===== src/hw/rtl/ups_pkg.sv =====
// Shared types and constants for the UDP port steering classifier.
// Used by ups_parser, ups_fifo, ups_verdict and the top level.
package ups_pkg;

  localparam int FRAME_BYTE_W = 8;
  localparam int QUEUE_W      = 6;
  localparam int PORT_W       = 16;
  localparam int MASK_W       = 64;
  localparam int POS_W        = 7;
  localparam int IHL_BYTES_W  = 6;
  localparam int CFG_INDEX_W  = 1;

  localparam int QUEUE_DEPTH  = 4;
  localparam int PTR_W        = $clog2(QUEUE_DEPTH);
  localparam int CNT_W        = $clog2(QUEUE_DEPTH + 1);

  typedef enum logic [CFG_INDEX_W-1:0] {
    REG_SOCKET_MASK = 1'b0,
    REG_MATCH_PORT  = 1'b1
  } cfg_reg_t;

  typedef enum logic [4:0] {
    PH_ETH  = 5'b00001,
    PH_TAG  = 5'b00010,
    PH_IP   = 5'b00100,
    PH_UDP  = 5'b01000,
    PH_DONE = 5'b10000
  } phase_t;

  localparam logic [POS_W-1:0]  POS_MAX         = 7'd127;
  localparam logic [POS_W-1:0]  ETH_TYPE_POS    = 7'd13;
  localparam logic [POS_W-1:0]  TAG_TYPE_POS    = 7'd17;
  localparam logic [POS_W-1:0]  IP_OFF_UNTAGGED = 7'd14;
  localparam logic [POS_W-1:0]  IP_OFF_TAGGED   = 7'd18;
  localparam logic [7:0]        IP_PROTO_OFF    = 8'd9;
  localparam logic [7:0]        UDP_DPORT_LAST  = 8'd3;
  localparam logic [7:0]        UDP_HDR_LAST    = 8'd7;
  localparam logic [IHL_BYTES_W-1:0] IHL_MIN_BYTES = 6'd20;

  localparam logic [15:0] ETYPE_MIN  = 16'h0600;
  localparam logic [15:0] ETYPE_VLAN = 16'h8100;
  localparam logic [15:0] ETYPE_QINQ = 16'h88A8;
  localparam logic [15:0] ETYPE_IPV4 = 16'h0800;
  localparam logic [7:0]  IP_PROTO_UDP = 8'd17;

  localparam logic [PORT_W-1:0] MATCH_PORT_RESET = 16'd4433;

  // Per-frame outcome of the parser, queued for the mask lookup.
  typedef struct packed {
    logic               ok;
    logic [QUEUE_W-1:0] queue;
  } verdict_t;

  typedef struct packed {
    logic full;
    logic empty;
  } fifo_stat_t;

endpackage


===== src/hw/rtl/udp_port_packet_steering.sv =====
// Top level of the UDP port steering classifier: configuration registers,
// parser front end, verdict queue and mask lookup back end. Depends on ups_pkg.
//
// Frame bytes are taken one per cycle on the slave stream (tlast marks the
// final byte, tuser carries the receive queue). The parser checks Ethernet,
// one optional 802.1Q/802.1ad tag, IPv4 with IHL >= 5, UDP and the destination
// port, and queues one verdict on the final byte; the back end looks up the
// queue's socket bit as that verdict leaves the queue and registers the result.
// A four-entry verdict queue decouples the sides, so the input stalls only
// while that queue is full, i.e. four verdicts wait behind a result the master
// stream has not yet taken. Write configuration only when no frame is in flight.
module udp_port_packet_steering #(
  parameter int QUEUE_COUNT = 64
) (
  input  logic                               clk,
  input  logic                               rst,
  input  logic                               s_axis_tvalid,
  output logic                               s_axis_tready,
  input  logic [7:0]                         s_axis_tdata,  // [7:0] frame_byte
  input  logic                               s_axis_tlast,
  input  logic [ups_pkg::QUEUE_W-1:0]        s_axis_tuser,  // [5:0] rx_queue
  output logic                               m_axis_tvalid,
  input  logic                               m_axis_tready,
  output logic [7:0]                         m_axis_tdata,  // [5:0] target_queue
  output logic [0:0]                         m_axis_tuser,  // [0] redirect
  input  logic                               cfg_valid,
  output logic                               cfg_ready,
  input  logic [ups_pkg::CFG_INDEX_W-1:0]    cfg_index,
  input  logic [ups_pkg::MASK_W-1:0]         cfg_data
);

  logic [QUEUE_COUNT-1:0]          socket_mask;
  logic [ups_pkg::MASK_W-1:0]      mask_ext;
  logic [ups_pkg::PORT_W-1:0]      match_port;

  logic                            push;
  logic                            pop;
  ups_pkg::verdict_t               push_data;
  ups_pkg::verdict_t               head;
  ups_pkg::fifo_stat_t             fifo_stat;
  logic [ups_pkg::CNT_W-1:0]       fifo_count;
  logic                            redirect;
  logic [ups_pkg::QUEUE_W-1:0]     target_queue;

  assign cfg_ready = 1'b1;
  // queues at or beyond QUEUE_COUNT read as unbound
  assign mask_ext  = ups_pkg::MASK_W'(socket_mask);

  always_ff @(posedge clk) begin
    if (rst) begin
      socket_mask <= '0;
      match_port  <= ups_pkg::MATCH_PORT_RESET;
    end else if (cfg_valid && cfg_ready) begin
      unique case (ups_pkg::cfg_reg_t'(cfg_index))
        ups_pkg::REG_SOCKET_MASK: socket_mask <= cfg_data[QUEUE_COUNT-1:0];
        ups_pkg::REG_MATCH_PORT:  match_port  <= cfg_data[ups_pkg::PORT_W-1:0];
        default:                  match_port  <= match_port;
      endcase
    end
  end

  ups_parser u_parser (
    .clk        (clk),
    .rst        (rst),
    .in_valid   (s_axis_tvalid),
    .in_ready   (s_axis_tready),
    .in_byte    (s_axis_tdata),
    .in_last    (s_axis_tlast),
    .in_queue   (s_axis_tuser),
    .match_port (match_port),
    .fifo_stat  (fifo_stat),
    .push       (push),
    .push_data  (push_data)
  );

  ups_fifo u_fifo (
    .clk       (clk),
    .rst       (rst),
    .push      (push),
    .push_data (push_data),
    .pop       (pop),
    .head      (head),
    .stat      (fifo_stat),
    .count     (fifo_count)
  );

  ups_verdict u_verdict (
    .clk          (clk),
    .rst          (rst),
    .fifo_stat    (fifo_stat),
    .head         (head),
    .pop          (pop),
    .socket_mask  (mask_ext),
    .out_valid    (m_axis_tvalid),
    .out_ready    (m_axis_tready),
    .redirect     (redirect),
    .target_queue (target_queue)
  );

  assign m_axis_tdata = {2'b00, target_queue};
  assign m_axis_tuser = redirect;

`ifndef SYNTH
  // a frame's final byte must leave a verdict in the queue or the result stage
  a_verdict_held: assert property (@(posedge clk) disable iff (rst)
    s_axis_tvalid && s_axis_tready && s_axis_tlast
      |=> (fifo_count != '0) || m_axis_tvalid)
    else $error("final byte accepted but no verdict held");

  // a pass result never names a queue
  a_pass_zero_queue: assert property (@(posedge clk) disable iff (rst)
    m_axis_tvalid && !m_axis_tuser[0] |-> m_axis_tdata == 8'd0)
    else $error("pass result carries a nonzero queue");

  // input must stall whenever the verdict queue is full
  a_stall_on_full: assert property (@(posedge clk) disable iff (rst)
    fifo_stat.full |-> !s_axis_tready)
    else $error("input accepted while verdict queue full");
`endif

endmodule


===== src/hw/rtl/ups_parser.sv =====
// Front end: byte-serial Ethernet/VLAN/IPv4/UDP header parser.
// Pushes one verdict per frame into the queue; depends on ups_pkg.
module ups_parser (
  input  logic                              clk,
  input  logic                              rst,
  input  logic                              in_valid,
  output logic                              in_ready,
  input  logic [ups_pkg::FRAME_BYTE_W-1:0]  in_byte,
  input  logic                              in_last,
  input  logic [ups_pkg::QUEUE_W-1:0]       in_queue,
  input  logic [ups_pkg::PORT_W-1:0]        match_port,
  input  ups_pkg::fifo_stat_t               fifo_stat,
  output logic                              push,
  output ups_pkg::verdict_t                 push_data
);

  logic [ups_pkg::POS_W-1:0]       pos;
  ups_pkg::phase_t                 phase, phase_next;
  logic [15:0]                     type_shift, type_shift_next;
  logic [ups_pkg::IHL_BYTES_W-1:0] ihl_bytes, ihl_bytes_next;
  logic [ups_pkg::POS_W-1:0]       hdr_off, hdr_off_next;
  logic                            matched, matched_next;
  logic                            complete, complete_next;

  logic                            accept;
  logic [7:0]                      pos8, off8;
  logic [ups_pkg::IHL_BYTES_W-1:0] ihl_in;

  assign in_ready = !fifo_stat.full;
  assign accept   = in_valid && in_ready;

  assign type_shift_next = {type_shift[7:0], in_byte};
  assign pos8   = {1'b0, pos};
  assign off8   = {1'b0, hdr_off};
  assign ihl_in = {in_byte[3:0], 2'b00};

  always_comb begin
    phase_next     = phase;
    ihl_bytes_next = ihl_bytes;
    hdr_off_next   = hdr_off;
    matched_next   = matched;
    complete_next  = complete;
    unique case (phase)
      ups_pkg::PH_ETH: begin
        if (pos == ups_pkg::ETH_TYPE_POS) begin
          priority if (type_shift_next < ups_pkg::ETYPE_MIN) begin
            matched_next = 1'b0;
            phase_next   = ups_pkg::PH_DONE;
          end else if (type_shift_next == ups_pkg::ETYPE_VLAN ||
                       type_shift_next == ups_pkg::ETYPE_QINQ) begin
            phase_next = ups_pkg::PH_TAG;
          end else if (type_shift_next == ups_pkg::ETYPE_IPV4) begin
            hdr_off_next = ups_pkg::IP_OFF_UNTAGGED;
            phase_next   = ups_pkg::PH_IP;
          end else begin
            matched_next = 1'b0;
            phase_next   = ups_pkg::PH_DONE;
          end
        end
      end
      ups_pkg::PH_TAG: begin
        if (pos == ups_pkg::TAG_TYPE_POS) begin
          if (type_shift_next == ups_pkg::ETYPE_IPV4) begin
            hdr_off_next = ups_pkg::IP_OFF_TAGGED;
            phase_next   = ups_pkg::PH_IP;
          end else begin
            matched_next = 1'b0;
            phase_next   = ups_pkg::PH_DONE;
          end
        end
      end
      ups_pkg::PH_IP: begin
        if (pos8 == off8) begin
          ihl_bytes_next = ihl_in;
          if (ihl_in < ups_pkg::IHL_MIN_BYTES) begin
            matched_next = 1'b0;
            phase_next   = ups_pkg::PH_DONE;
          end
        end else if (pos8 == off8 + ups_pkg::IP_PROTO_OFF) begin
          if (in_byte == ups_pkg::IP_PROTO_UDP) begin
            // advance the offset to the start of the UDP header
            hdr_off_next = hdr_off + {1'b0, ihl_bytes};
            phase_next   = ups_pkg::PH_UDP;
          end else begin
            matched_next = 1'b0;
            phase_next   = ups_pkg::PH_DONE;
          end
        end
      end
      ups_pkg::PH_UDP: begin
        if (pos8 == off8 + ups_pkg::UDP_DPORT_LAST) begin
          if (type_shift_next != match_port) begin
            matched_next = 1'b0;
            phase_next   = ups_pkg::PH_DONE;
          end
        end else if (pos8 == off8 + ups_pkg::UDP_HDR_LAST) begin
          complete_next = 1'b1;
          phase_next    = ups_pkg::PH_DONE;
        end
      end
      ups_pkg::PH_DONE: begin
        phase_next = ups_pkg::PH_DONE;
      end
      default: begin
        phase_next = phase;
      end
    endcase
  end

  assign push            = accept && in_last;
  assign push_data.ok    = matched_next && complete_next;
  assign push_data.queue = in_queue;

  always_ff @(posedge clk) begin
    if (rst || (accept && in_last)) begin
      pos        <= '0;
      phase      <= ups_pkg::PH_ETH;
      type_shift <= '0;
      ihl_bytes  <= '0;
      hdr_off    <= '0;
      matched    <= 1'b1;
      complete   <= 1'b0;
    end else if (accept) begin
      if (pos != ups_pkg::POS_MAX) begin
        pos <= pos + 7'd1;
      end
      phase      <= phase_next;
      type_shift <= type_shift_next;
      ihl_bytes  <= ihl_bytes_next;
      hdr_off    <= hdr_off_next;
      matched    <= matched_next;
      complete   <= complete_next;
    end
  end

endmodule


===== src/hw/rtl/ups_fifo.sv =====
// Short verdict queue between the parser and the mask lookup.
// Depth from ups_pkg::QUEUE_DEPTH; depends on ups_pkg.
module ups_fifo (
  input  logic                clk,
  input  logic                rst,
  input  logic                push,
  input  ups_pkg::verdict_t   push_data,
  input  logic                pop,
  output ups_pkg::verdict_t   head,
  output ups_pkg::fifo_stat_t stat,
  output logic [ups_pkg::CNT_W-1:0] count
);

  ups_pkg::verdict_t         mem [ups_pkg::QUEUE_DEPTH];
  logic [ups_pkg::PTR_W-1:0] wr_ptr;
  logic [ups_pkg::PTR_W-1:0] rd_ptr;
  logic                      do_push;
  logic                      do_pop;

  assign stat.full  = (count == ups_pkg::CNT_W'(ups_pkg::QUEUE_DEPTH));
  assign stat.empty = (count == '0);
  assign do_push    = push && !stat.full;
  assign do_pop     = pop && !stat.empty;
  assign head       = mem[rd_ptr];

  always_ff @(posedge clk) begin
    if (do_push) begin
      mem[wr_ptr] <= push_data;
    end
  end

  always_ff @(posedge clk) begin
    if (rst) begin
      wr_ptr <= '0;
      rd_ptr <= '0;
      count  <= '0;
    end else begin
      if (do_push) begin
        wr_ptr <= wr_ptr + 1'b1;
      end
      if (do_pop) begin
        rd_ptr <= rd_ptr + 1'b1;
      end
      unique case ({do_push, do_pop})
        2'b10:   count <= count + 1'b1;
        2'b01:   count <= count - 1'b1;
        default: count <= count;
      endcase
    end
  end

endmodule


===== src/hw/rtl/ups_verdict.sv =====
// Back end: socket mask lookup and registered result stage.
// Takes queued verdicts from ups_fifo; depends on ups_pkg.
module ups_verdict (
  input  logic                         clk,
  input  logic                         rst,
  input  ups_pkg::fifo_stat_t          fifo_stat,
  input  ups_pkg::verdict_t            head,
  output logic                         pop,
  input  logic [ups_pkg::MASK_W-1:0]   socket_mask,
  output logic                         out_valid,
  input  logic                         out_ready,
  output logic                         redirect,
  output logic [ups_pkg::QUEUE_W-1:0]  target_queue
);

  logic bound;

  assign bound = socket_mask[head.queue];
  // refill the result register whenever it is empty or being taken
  assign pop   = !fifo_stat.empty && (!out_valid || out_ready);

  always_ff @(posedge clk) begin
    if (rst) begin
      out_valid <= 1'b0;
    end else if (pop) begin
      out_valid <= 1'b1;
    end else if (out_ready) begin
      out_valid <= 1'b0;
    end
  end

  always_ff @(posedge clk) begin
    if (pop) begin
      redirect     <= head.ok && bound;
      target_queue <= (head.ok && bound) ? head.queue : '0;
    end
  end

endmodule

===== config.mk =====
export PLATFORM = sky130hd
export DESIGN_NAME = udp_port_packet_steering
export DESIGN_NICKNAME = d
export VERILOG_FILES = /design/src/hw/rtl/ups_pkg.sv /design/src/hw/rtl/udp_port_packet_steering.sv /design/src/hw/rtl/ups_parser.sv /design/src/hw/rtl/ups_fifo.sv /design/src/hw/rtl/ups_verdict.sv
export SDC_FILE = /design/constraint.sdc
export NUM_CORES = 1
export LEC_CHECK = 0
export BUFFER_PORTS_ARGS = -buffer_cell sky130_fd_sc_hd__buf_2
export CELL_PAD_IN_SITES_DETAIL_PLACEMENT = 1
export CELL_PAD_IN_SITES_GLOBAL_PLACEMENT = 2
export CORE_AREA = 2 2 155 157
export DETAILED_ROUTE_END_ITERATION = 8
export DIE_AREA = 0 0 157 159
export PLACE_DENSITY_LB_ADDON = 0.1
export SYNTH_ARGS = -nofsm -noshare
export SYNTH_HDL_FRONTEND = slang
export SYNTH_SLANG_ARGS = --single-unit

===== constraint.sdc =====
create_clock -name clk -period 2.6 [get_ports clk]
set_input_delay 0.26 -clock clk [delete_from_list [all_inputs] [get_ports clk]]
set_output_delay 0.26 -clock clk [all_outputs]
set_load 0.005 [all_outputs]

==> run metrics <==
outcome finished clean; final period utilization 0.998; Min-Delay Endpoint u_fifo.mem[0][5]; # nets final 1041; initial antenna violation count 2; WP data required 2770 ps; slowest CP cell mux4_2; Mapped Cells 805; worst-path cell chain mux4_2, mux4_2, mux2_4, nand2_2, nand4_1, a21oi_4, nor3_1; first-pass GRT wire length 35300 um; Residual DRC 0; setup total negative slack 0 ps; cts hold-fix bufs 0; clk buf depth 2; First-pass DRT Iterations 4; Rows 56; grt ovf 0; R2R cell count 7; clk_lat worst skew 440 ps; final core occ 0.401; Boundary Pins 97; CTS tree built; Critical Path AT 2770 ps; hold path depth 1; sequential area share after synthesis 0.478; clock tree root buffer cell clkbuf_16; Overall Power 7.00 mW; crit end category register; final wirelength 22200 um; non-filler cells, final 1273; final setup fails 0; final hold vios 0; Lkg Pwr 3.70 nW; Core ar. 23200 um2; # port buffers 93; top-area cell type share of the netlist area 0.334; DP Cell Count 1234; gr usage total 0.181; vias in the first global route 6714; drt initial violations 227; Post-DP HPWL 16500 um; CP most frequent cell mux4_2; Wirelength per Cell 17.4 um; worst setup path category reg -> reg; hold crit path type in -> reg; Primary FF master, synth dfxtp_1; WP buf/inv 0; Area growth syn-to-layout 27.3%; CTS sink cnt 157; average cell area after synthesis 9.09 um2; H-Tree Depth 4; via count 6189; Reg clk slew, reported paths 70 ps; hold wc startpoint s_axis_tuser[5]; Max Freq 385 MHz; number of synthesized flops with an enable pin 35; maximum VDD drop 0.380 mV; pin count of the biggest net entering global routing 65; Yosys reg bits 157; Filler Cell Count 2679; area leader, netlist dfxtp_1; synth warn 0; top cells by count, synth nand2_1 (205), dfxtp_1 (122), a21oi_1 (101), mux2i_1 (40), edfxtp_1 (35); Die Y 159 um; CP startpoint kind register; setup ws final 5.57 ps; pwr/cell area 752 nW/um2; drt via density 4.86; reg-to-reg setup timing slack 6 ps; max cap viols 0; pre-CTS WS -103 ps; family with the most delay on the worst path multiplexers; FF-to-FF End u_verdict.target_queue[1]; top-count cell post-synth nand2_1; DRT antenna net count 0; Final Critical Period 2590 ps; Die Width 157 um; Synth Cell Area 7320 um2; fraction of layout instances using a drive strength above 1 0.259; FFs w/ async S/R, synth 0; final RePlAce weighted congestion 0.821; worst-margin pin slew 681 ps; Slew headroom 0.541; unrepaired setup endpoints after global routing true; die area 25000 um2; Area contributors post-synth dfxtp_1 (33%), edfxtp_1 (14%), nand2_1 (11%); worst-path fanout max 5; crit-path max cell delay 620 ps; Initial Utilization 0.315; Yosys cell types 59; Slew Viols, Final 0; skew final 12.5 ps; CTS Buf Count 17
worst reg2reg max path: cells and delay by family, from the launching register on:
family / cells / cell delay, ps
AOI/OAI and AO/OA: 1 / 280
muxes: 3 / 1370
DFF: 1 / 370
and+or+nand+nor: 3 / 310
metrics by stage:
| step | hold WS (ps) | cell area (um2) |
|---|---|---|
| 6_report | 35.8 | 9310 |
| 5_1_grt | 29.7 | 9310 |
| 4_1_cts | 22.9 | 9100 |
| 3_5_place_dp | 448 | 8480 |
| 3_3_place_gp | 444 | 8480 |
| 2_1_floorplan | 359 | 7330 |
report_power, final:
part	total [mW]	internal, mW	switching, mW
Sequential	2.87	2.73	0.146
Clock	2.46	1.32	1.14
Combinational	1.67	0.734	0.938
Total	7.00	4.78	2.23
sequential cells by signal, indices dropped and copies added, names as in the netlist, named ones only:
| name | flops |
|---|---|
| u_parser.ihl_bytes | 4 |
| u_verdict.target_queue | 6 |
| u_parser.phase | 5 |
| u_verdict.out_valid | 1 |
| mask_ext | 64 |
| match_port | 16 |
| u_parser.hdr_off | 6 |
| u_parser.type_shift | 8 |
| u_verdict.redirect | 1 |
| u_fifo.count | 3 |
| u_fifo.rd_ptr | 2 |
| u_fifo.mem | 28 |
| u_parser.complete | 1 |
| u_fifo.wr_ptr | 2 |
| u_parser.matched | 1 |
| u_parser.pos | 7 |
cells in the final DEF (no fill, tap or decap), types with 14 or more instances in the layout:
cell and n:
a21oi_1 100, buf_2 93, buf_4 65, clkbuf_16 18, dfxtp_1 115, edfxtp_1 35, ha_1 14, inv_1 17
mux2i_1 38, nand2_1 203, nor2_1 33, xor2_1 26
routing by layer:
layer,vias up,global-route usage,wire length [um]
met3,27,0.0332,645
met4,2,0.0642,395
met5,-,0,13
met1,3017,0.230,10200
met2,96,0.306,10900
li1,3047,-,-
repair_timing:
action	4_1_cts	5_1_grt
pin swaps	2	10
cloned	0	0
endpoints found under the setup margin	16	21
resized for setup	11	35
setup buffers	0	6
cells by family after synthesis:
logic type / count (synthesis) / synth area share
flops: 157 / 0.478
other cells: 2 / 0.00103
simple gates: 323 / 0.196
mux: 56 / 0.0947
buf+inv: 64 / 0.0354
xor+xnor: 40 / 0.0479
compound gates: 147 / 0.118
fa+ha+maj: 16 / 0.0294
area by class of cell:
type / count / area [um2] / area share
Clock inverter: 13 / 125 / 0.0134
Clock buffer: 19 / 454 / 0.0488
Inverter: 17 / 63.8 / 0.00685
Sequential cell: 157 / 3510 / 0.377
Timing Repair Buffer: 162 / 1010 / 0.108
Antenna cell: 1 / 2.50 / 0.000269
Multi-Input combinational cell: 585 / 3750 / 0.403
Tap cell: 319 / 399 / 0.0429
worst max-delay path by stage:
stage                           endpoint                 from  slack, ps  cells past startpoint
2_1_floorplan  u_verdict.target_queue[0]             register         20                      9
3_3_place_gp            u_fifo.mem[0][6]  u_parser.hdr_off[3]        -10                     10
3_5_place_dp            u_fifo.mem[1][6]  u_parser.hdr_off[3]       -100                     10
4_1_cts                 u_fifo.mem[2][6]  u_parser.hdr_off[5]          4                      7
5_1_grt        u_verdict.target_queue[4]             register        -80                     10
6_report       u_verdict.target_queue[1]             register          6                      7
Note: power is estimated with default switching activity, not from simulation.
